**config.mk**
```make
export PLATFORM = sky130hd
export DESIGN_NAME = integer_to_radix_text
export DESIGN_NICKNAME = d
export VERILOG_FILES = /design/src/rtl/irt_pkg.sv /design/src/rtl/integer_to_radix_text.sv
export SDC_FILE = /design/constraint.sdc
export NUM_CORES = 1
export LEC_CHECK = 0
export ABC_AREA = 1
export BUFFER_PORTS_ARGS = -buffer_cell sky130_fd_sc_hd__buf_2
export CORE_MARGIN = 2
export CORE_UTILIZATION = 55
export DETAILED_ROUTE_END_ITERATION = 8
export PLACE_DENSITY = 0.73
export SETUP_SLACK_MARGIN = 0.4
export SLEW_MARGIN = 10
export SYNTH_ARGS = -nofsm -noshare
export SYNTH_HDL_FRONTEND = slang
export SYNTH_SLANG_ARGS = --single-unit
export TNS_END_PERCENT = 5
```
**constraint.sdc**
```tcl
create_clock -name clk -period 13 [get_ports clk]
set_input_delay 0 -clock clk [delete_from_list [all_inputs] [get_ports clk]]
set_output_delay 0 -clock clk [all_outputs]
set_load 0.02 [all_outputs]
```
**src/rtl/irt_pkg.sv**
```systemverilog
// Package with shared constants, types and the digit character function.
`default_nettype none

package irt_pkg;

  // Longest digit string and characters packed into one result.
  localparam int MAX_DIGITS  = 64;
  localparam int CHUNK_BYTES = 8;

  // Clamp limits, at the width of the radix and min_digits ports.
  localparam logic [7:0] RADIX_MIN  = 8'd2;
  localparam logic [7:0] RADIX_MAX  = 8'd36;
  localparam logic [7:0] DIGITS_MIN = 8'd1;
  localparam logic [7:0] DIGITS_MAX = 8'd64;

  // ASCII codes.
  localparam logic [7:0] CHAR_ZERO    = 8'h30;
  localparam logic [7:0] CHAR_LOWER_A = 8'h61;
  localparam logic [7:0] CHAR_MINUS   = 8'h2d;
  localparam logic [5:0] DECIMAL_BASE = 6'd10;

  // Controller states.
  typedef enum logic [2:0] {
    ST_IDLE = 3'b001,
    ST_DIV  = 3'b010,
    ST_EMIT = 3'b100
  } state_t;

  // Digit value 0..35 to its lower-case character.
  function automatic logic [7:0] digit_char(input logic [5:0] d);
    logic [7:0] c;
    if (d < DECIMAL_BASE) begin
      c = CHAR_ZERO + {2'b00, d};
    end else begin
      c = CHAR_LOWER_A + {2'b00, d} - {2'b00, DECIMAL_BASE};
    end
    return c;
  endfunction

endpackage

`default_nettype wire

```
**src/rtl/integer_to_radix_text.sv**
```systemverilog
// Top level of the integer to radix text converter.
`default_nettype none

// Converts a 64-bit value to its text form in a radix of 2 to 36 (radix
// values outside that range are clamped), using the characters 0-9 and a-z.
// With signed_mode set, a negative value prints as '-' followed by its
// magnitude. Digits are padded with leading '0' up to min_digits, which is
// clamped to 1..64. The text leaves most significant character first in
// results of up to eight characters, first character in the lowest byte of
// text_chunk, unused bytes zero; chunk_bytes gives the count and last_chunk
// marks the final result of a request. The digits come from a bit-serial
// restoring divider, one quotient bit per cycle over all 64 dividend bits
// for each digit, and the characters are then packed at one per cycle,
// holding on a finished chunk while the output register is still occupied.
// One request is converted at a time; the finished result sits in an output
// register, so a new request is taken while the last result still waits.
module integer_to_radix_text (
  input  wire logic        clk,
  input  wire logic        rst,
  input  wire logic        in_valid,
  output logic             in_ready,
  input  wire logic [63:0] value,
  input  wire logic [7:0]  radix,
  input  wire logic        signed_mode,
  input  wire logic [7:0]  min_digits,
  output logic             out_valid,
  input  wire logic        out_ready,
  output logic [63:0]      text_chunk,
  output logic [3:0]       chunk_bytes,
  output logic             last_chunk
);

  irt_pkg::state_t state;

  // Request settings held for the whole conversion.
  logic [5:0]  base;       // clamped radix
  logic [6:0]  width;      // clamped minimum digit count
  logic        neg;        // a '-' leads the text

  // Bit-serial divider: the dividend shifts out of the top of quot while
  // the quotient bits shift in at the bottom; rem stays below the radix.
  logic [63:0] quot;
  logic [5:0]  rem;
  logic [5:0]  bit_cnt;
  logic [6:0]  ndig;

  // Digits in a shift line: each new digit enters at entry 0, so after the
  // division the most significant digit sits at entry 0 and is read out by
  // shifting the other way.
  logic [5:0]  digits [irt_pkg::MAX_DIGITS];

  // Character output counters.
  logic        sign_left;
  logic [6:0]  pad_left;
  logic [6:0]  chars_left;
  logic [2:0]  byte_idx;
  logic [63:0] chunk;

  // Divider step.
  logic [6:0]  trial;
  logic        take;
  logic [5:0]  rem_next;
  logic [63:0] quot_next;
  logic [6:0]  ndig_next;
  logic [6:0]  total_digits;

  // Request clamping.
  logic [7:0]  radix_clamped;
  logic [7:0]  digits_clamped;

  // Character step.
  logic [7:0]  char_out;
  logic        last_char;
  logic        chunk_done;
  logic        out_free;
  logic        emit_step;
  logic [63:0] chunk_next;

  assign in_ready = (state == irt_pkg::ST_IDLE);

  always_comb begin
    if (radix < irt_pkg::RADIX_MIN) begin
      radix_clamped = irt_pkg::RADIX_MIN;
    end else if (radix > irt_pkg::RADIX_MAX) begin
      radix_clamped = irt_pkg::RADIX_MAX;
    end else begin
      radix_clamped = radix;
    end
    if (min_digits < irt_pkg::DIGITS_MIN) begin
      digits_clamped = irt_pkg::DIGITS_MIN;
    end else if (min_digits > irt_pkg::DIGITS_MAX) begin
      digits_clamped = irt_pkg::DIGITS_MAX;
    end else begin
      digits_clamped = min_digits;
    end
  end

  // One restoring division step per cycle.
  always_comb begin
    trial     = {rem, quot[63]};
    take      = (trial >= {1'b0, base});
    rem_next  = take ? 6'(trial - {1'b0, base}) : trial[5:0];
    quot_next = {quot[62:0], take};
    ndig_next = ndig + 7'd1;
    // Digit count after padding, valid on the last step of the last digit.
    total_digits = (ndig_next > width) ? ndig_next : width;
  end

  // Character selection: sign, then padding zeros, then stored digits.
  always_comb begin
    if (sign_left) begin
      char_out = irt_pkg::CHAR_MINUS;
    end else if (pad_left != 7'd0) begin
      char_out = irt_pkg::CHAR_ZERO;
    end else begin
      char_out = irt_pkg::digit_char(digits[0]);
    end
    last_char  = (chars_left == 7'd1);
    chunk_done = last_char || (byte_idx == 3'(irt_pkg::CHUNK_BYTES - 1));
    out_free   = !out_valid || out_ready;
    emit_step  = (state == irt_pkg::ST_EMIT) && (!chunk_done || out_free);
    chunk_next = chunk;
    for (int i = 0; i < irt_pkg::CHUNK_BYTES; i++) begin
      if (byte_idx == 3'(i)) begin
        chunk_next[i*8 +: 8] = char_out;
      end
    end
  end

  // Control registers.
  always_ff @(posedge clk) begin
    if (rst) begin
      state     <= irt_pkg::ST_IDLE;
      out_valid <= 1'b0;
    end else begin
      // A finished chunk loads the output register; otherwise an accepted
      // chunk leaves it empty.
      if (emit_step && chunk_done) begin
        out_valid <= 1'b1;
      end else if (out_ready) begin
        out_valid <= 1'b0;
      end
      case (state)
        irt_pkg::ST_IDLE: begin
          if (in_valid) begin
            state <= irt_pkg::ST_DIV;
          end
        end
        irt_pkg::ST_DIV: begin
          if (bit_cnt == 6'd63 && quot_next == 64'd0) begin
            state <= irt_pkg::ST_EMIT;
          end
        end
        irt_pkg::ST_EMIT: begin
          if (emit_step && chunk_done && last_char) begin
            state <= irt_pkg::ST_IDLE;
          end
        end
        default: begin
          state <= irt_pkg::ST_IDLE;
        end
      endcase
    end
  end

  // Datapath registers.
  always_ff @(posedge clk) begin
    case (state)
      irt_pkg::ST_IDLE: begin
        if (in_valid) begin
          neg     <= signed_mode & value[63];
          quot    <= (signed_mode & value[63]) ? 64'(~value + 64'd1) : value;
          base    <= radix_clamped[5:0];
          width   <= digits_clamped[6:0];
          rem     <= 6'd0;
          bit_cnt <= 6'd0;
          ndig    <= 7'd0;
        end
      end
      irt_pkg::ST_DIV: begin
        quot    <= quot_next;
        bit_cnt <= bit_cnt + 6'd1;
        if (bit_cnt == 6'd63) begin
          // The remainder of this pass is the next digit up.
          rem       <= 6'd0;
          ndig      <= ndig_next;
          digits[0] <= rem_next;
          for (int i = 1; i < irt_pkg::MAX_DIGITS; i++) begin
            digits[i] <= digits[i-1];
          end
          sign_left  <= neg;
          pad_left   <= total_digits - ndig_next;
          chars_left <= total_digits + {6'd0, neg};
          byte_idx   <= 3'd0;
          chunk      <= 64'd0;
        end else begin
          rem <= rem_next;
        end
      end
      irt_pkg::ST_EMIT: begin
        if (emit_step) begin
          chars_left <= chars_left - 7'd1;
          if (sign_left) begin
            sign_left <= 1'b0;
          end else if (pad_left != 7'd0) begin
            pad_left <= pad_left - 7'd1;
          end else begin
            for (int i = 0; i < irt_pkg::MAX_DIGITS - 1; i++) begin
              digits[i] <= digits[i+1];
            end
          end
          if (chunk_done) begin
            text_chunk  <= chunk_next;
            chunk_bytes <= {1'b0, byte_idx} + 4'd1;
            last_chunk  <= last_char;
            chunk       <= 64'd0;
            byte_idx    <= 3'd0;
          end else begin
            chunk    <= chunk_next;
            byte_idx <= byte_idx + 3'd1;
          end
        end
      end
      default: begin
      end
    endcase
  end

endmodule

`default_nettype wire

```
### Word level (Yosys, flattened, before mapping)

Memory sizes are Yosys's and may differ from the RTL's.
Index checks and enable logic that the tools add are counted.

* multiplexer cells: 121
* $lt $le $gt $ge: 7
* $add $sub $neg: 13
* eq/ne operators: 19
* bitwise operators: 65
* reductions and logical operators: 24
* multipliers: 0
* shift operators: 0
* divide/modulo/power cells: 0

Operators with widths (count)
* $mux 6: 67
* $mux 64: 5
* $pmux 64 s2: 2
* $mux 8: 11
* $mux 7: 10
* $add 64x1->64 const B: 1
* $logic_not 64->1: 1
* $not 64->64: 1
* $or 1x1->1: 63
* $pmux 7 s2: 3
* $pmux 6 s2: 2
* $mux 3: 6
* $eq 3x3->1 const B: 5
* $sub 7x1->7 const B: 2
* $mux 1: 12
* $ne 2x2->1 const B: 6
* $reduce_and 3->1: 4
* $eq 3x2->1 const B: 3
* $pmux 3 s3: 1
* $add 7x6->8 const A: 1
* $gt 8x6->1 const B: 1
* $gt 8x7->1 const B: 1
* $lt 8x1->1 const B: 1
* $lt 8x2->1 const B: 1
* 28 further kinds: 39

* logic and storage cells: 269
* bits in latches: 0
* bits in read-only memories: 0
* memories kept: 1
* register bits: 252
* RAM bits: 384
* output and inout bits: 71

Memory list
* digits: depth 64, width 6, read ports 64, clocked after memory_dff 0, write ports 64, line integer_to_radix_text.sv:50 `logic [5:0] digits [irt_pkg::MAX_DIGITS];`

### Longest topological paths before layout

An unclocked memory read counts as a cell.

* depth in word-level cells: 10
* depth in mapped cells: 28
* depth with buffers taken out: 28

### Worst setup path after synthesis

No wires, ideal clock.

* path kind: register to register
* start point: reg byte_idx[0]
* end point: mem digits[0][0] (enable)
* cell stages (with the launch flop): 12
* required time: 12240 ps
* period minus slack after synthesis: 10648 ps
* path buffers: 4
* arrival time: 9888 ps
* library setup time: 760 ps
* setup slack: 2352 ps
* path through: edfxtp_1 ha_1 ha_1 buf_2 nor2_2 nand2_4 nand2_1 nand2_1 buf_6 buf_4 buf_4 nand2_1

RTL lines
* start, declared: line integer_to_radix_text.sv:56 `logic [2:0] byte_idx;`
* start signal, assigned: line integer_to_radix_text.sv:220 `byte_idx <= byte_idx + 3'd1;`
* end, declared: line integer_to_radix_text.sv:50

==> results by group <==
STA
  • Final Max Slew Viols: 0
  • Post-route clock period utilization: 42.6%
  • Finish-stage setup viols: 0
  • Hold Vio Cnt, Final: 0
  • Slew @ Worst Pin: 1.18 ns
  • Final min period: around 5.5 ns
  • Rel. slew slack: 21.3%
  • RSZ-0062 raised after global routing: false
  • Post-route setup slack: 7.46 ns
  • Max Clock Skew: between 0.02 and 0.03 ns
  • Post-Route Setup TNS: 0 ns
  • FMAX: roughly 0.18 GHz

Routing
  • DR WL met2: 31.1 mm
  • First DRT Iteration DRCs: about 2100
  • Routed Antenna Nets: 0
  • Final wirelength: ~66 mm
  • Vias/cell: approximately 5.4
  • DRT Pass-1 Iters: 7
  • Top layer in use: met4
  • Routed len/inst: 15.8 um
  • Length of routed wiring on met1: 29.5 mm
  • Metal3 WL: 4.17 mm
  • DR vias: 22500
  • DRC: 0

GRT
  • First-pass GRT wire length: 108 mm
  • Largest net degree at the start of global routing: ~140
  • Gr usage total: 23.2%
  • Remaining global-route overflow: 0
  • Initial antenna violation count: 0
  • Vias in the first global route: 21800

Floorplanning
  • Chip width: 240 um
  • Core area: about 55000 sq um
  • Die Span Y: between 200 and 250 um
  • I/O pins: 156
  • Total die area: 57700 sq um
  • FP Rows: 86
  • Initial Utilization: around 56%

Clock tree
  • CTS Buf Count: 67
  • Post-CTS Resized: 0
  • Clk_lat worst skew: 0.62 ns
  • Longest Clk Path Bufs: 3
  • Root buf cell: clkbuf_16
  • CTS tree: yes
  • CTS sink cnt: approximately 640
  • Clk pin slew, worst setup/hold paths: 0.06 ns
  • H-tree Lvls: 3

Worst setup path
  • WP data required: 13.22 ns
  • Worst path bufs/invs: 2
  • Slowest CP cell: buf_4
  • Most Frequent Cell on Critical Path: nand2_4
  • R2R Setup Slk: 7.46 ns
  • Crit path cell chain: ha_1 > ha_1 > nor2_2 > nand2_4 > nand2_1 > nand2_4 > nand2_4 > buf_4 > buf_4
  • R2r worst-path depth: 9
  • Crit end category: register
  • Crit-path max cell delay: just over 1 ns
  • Worst r2r src: byte_idx[0]
  • Crit path max fanout: 93
  • Worst EP arrival: 5.76 ns
  • CP top delay family: simple AND/OR/NAND/NOR gates
  • WS Path Type: register to register
  • RR Endpoint: digits[13][11]
  • CP Launch Type: register

Final layout
  • Nets: 3523
  • Multi-input gate area: just under 10000 sq um
  • Filler Cells Inserted: 4410
  • Register area: 19100 sq um
  • Most common cell after layout, fill and taps aside: nand2_1
  • Synth-to-Final Area Change: 13.7%
  • Most frequent cells in the layout: 1162 x nand2_1, 632 x edfxtp_1, 313 x inv_1
  • Share of layout cells above drive strength 1: 10.8%
  • Inserted Diodes: 0

Placement
  • RePlAce Congestion: 0.925
  • Hpwl dp: 42.9 mm
  • Post-Place Setup Slack: 7.52 ns
  • Number of port buffers: 155

Yosys
  • Gate Count Post-Synth: 3184
  • Synth Net Count: 3310
  • Number of enable flip-flop cells after synthesis: 632
  • Synth async-reset ratio: 0%
  • Cell Area, Synth: 30700 sq um
  • Seq/Total Area, Yosys: 62.1%
  • Netlist cell types: 45
  • Mean Syn Cell Area: ~9.6 sq um
  • Syn. warnings: 0
  • Primary FF master, synth: edfxtp_1
  • Synth Register Bits: 636

Hold path
  • Hold Path End: width[1]
  • Hold crit path type: primary input to register
  • Hold path startpoint: min_digits[7]
  • Hold path depth: 5

Power and ir drop
  • VDD IR max: 0.000105 V
  • Pwr Density: 128 nW/um^2
  • LEAKAGE: 14.1 nW

Flow run
  • Max Cap Viol: 0

Status
  • Outcome: finished clean
tightest hold or removal path, stage by stage:
cell	delay [ns]
buf_2	0.12
nand3b_1	0.11
nand2_1	0.06
nand2_1	0.15
nor2_1	0.06
registers in the layout, indices dropped and copies added (netlist names), 7 cells and up:
register	cells
chars_left	7
digits	384
ndig	7
text_chunk	64
pad_left	7
quot	64
chunk	64
width	7
how the worst max path moves through the flow:
stage / start / slack (ns) / cells after the start / to
after detailed placement: byte_idx[0] / 7.52 / 9 / digits[0][0]
after floorplan: byte_idx[0] / 2.35 / 11 / digits[0][0]
final: byte_idx[0] / 7.46 / 9 / digits[13][11]
after CTS: byte_idx[0] / 7.51 / 9 / digits[14][11]
after global routing: byte_idx[0] / 7.06 / 9 / digits[1][1]
after global placement: byte_idx[0] / 7.77 / 9 / digits[1][17]
Yosys cell counts (2+ instances only):
| library cell | number | area (sq um) |
|---|---|---|
| inv_1 | 314 | 1180 |
| buf_6 | 20 | 225 |
| o211ai_1 | 3 | 22.5 |
| o21ai_1 | 58 | 290 |
| xor2_1 | 22 | 193 |
| nor3_1 | 8 | 40.0 |
| inv_2 | 4 | 15.0 |
| edfxtp_1 | 632 | 19000 |
| ha_1 | 39 | 488 |
| nand3b_1 | 2 | 15.0 |
| o21ai_0 | 212 | 1060 |
| nand3_2 | 2 | 20.0 |
| buf_1 | 3 | 11.3 |
| fa_1 | 2 | 40.0 |
| or2_2 | 5 | 31.3 |
| a31oi_1 | 5 | 31.3 |
| o31ai_1 | 6 | 45.0 |
| a21oi_1 | 97 | 485 |
| buf_2 | 36 | 180 |
| xnor2_1 | 7 | 61.3 |
| dfxtp_1 | 4 | 80.1 |
| nor2_2 | 7 | 43.8 |
| nor4_1 | 11 | 68.8 |
| o21ai_2 | 80 | 701 |
| nor3b_1 | 2 | 15.0 |
| nor3_4 | 2 | 32.5 |
| nand4_1 | 32 | 200 |
| nand3_1 | 120 | 601 |
| o21a_1 | 2 | 15.0 |
| clkbuf_1 | 48 | 180 |
| nand2_1 | 1165 | 4370 |
| o22ai_1 | 3 | 18.8 |
| buf_4 | 13 | 97.6 |
| nor2_1 | 207 | 777 |
per-stage QoR:
step / cell area (sq um) / util (%) / hold WS, ns / total power (W) / std cells
after floorplan: 30700 / - / 0.0691 / 0.00252 / 3184
after global placement: 31900 / 57.9 / 0.290 / 0.00260 / 3984
after detailed placement: 31900 / 57.9 / 0.295 / 0.00261 / 3984
after CTS: 34900 / 63.4 / 0.000379 / 0.00449 / 4194
after global routing: 34900 / 63.4 / 0.0494 / 0.00461 / 4194
final: 34900 / 63.4 / 0.0449 / 0.00446 / 4194
what timing repair did:
item | in CTS | in global routing
setup buffers | 0 | 0
endpoints found under the setup margin | 0 | 0
hold buffers | 92 | 0
hold endpoints to repair | 81 | 0
cells by family after synthesis:
| family | Yosys count | share of synthesized area, % |
|---|---|---|
| simple gates | 1567 | 20.3 |
| flops | 636 | 62.1 |
| compound gates | 470 | 8.81 |
| buf+inv | 440 | 6.18 |
| fa+ha+maj | 41 | 1.72 |
| xor+xnor | 29 | 0.827 |
| mux | 1 | 0.0326 |
per-layer routing:
layer | up-vias | GRT usage (%)
li1 | 11100 | -
met1 | 10600 | 32.3
met2 | 735 | 37.6
met3 | 123 | 3.93
met4 | 0 | 7.34
met5 | - | 0
cell type report:
cell class / count / area share [%]
tap: 748 / 2.68
sequential: 636 / 54.6
multi-input combinational: 2108 / 28.1
clock buffer: 83 / 5.03
inverter: 320 / 3.47
clock inverter: 35 / 0.967
timing repair buffer: 264 / 5.22
power by group:
| part | total [W] | internal, W | switching, W |
|---|---|---|---|
| Combinational | 0.000293 | 0.000105 | 0.000188 |
| Sequential | 0.00230 | 0.00228 | 0.0000207 |
| Clock | 0.00186 | 0.00107 | 0.000798 |
Note: power is estimated with default switching activity, not from simulation.
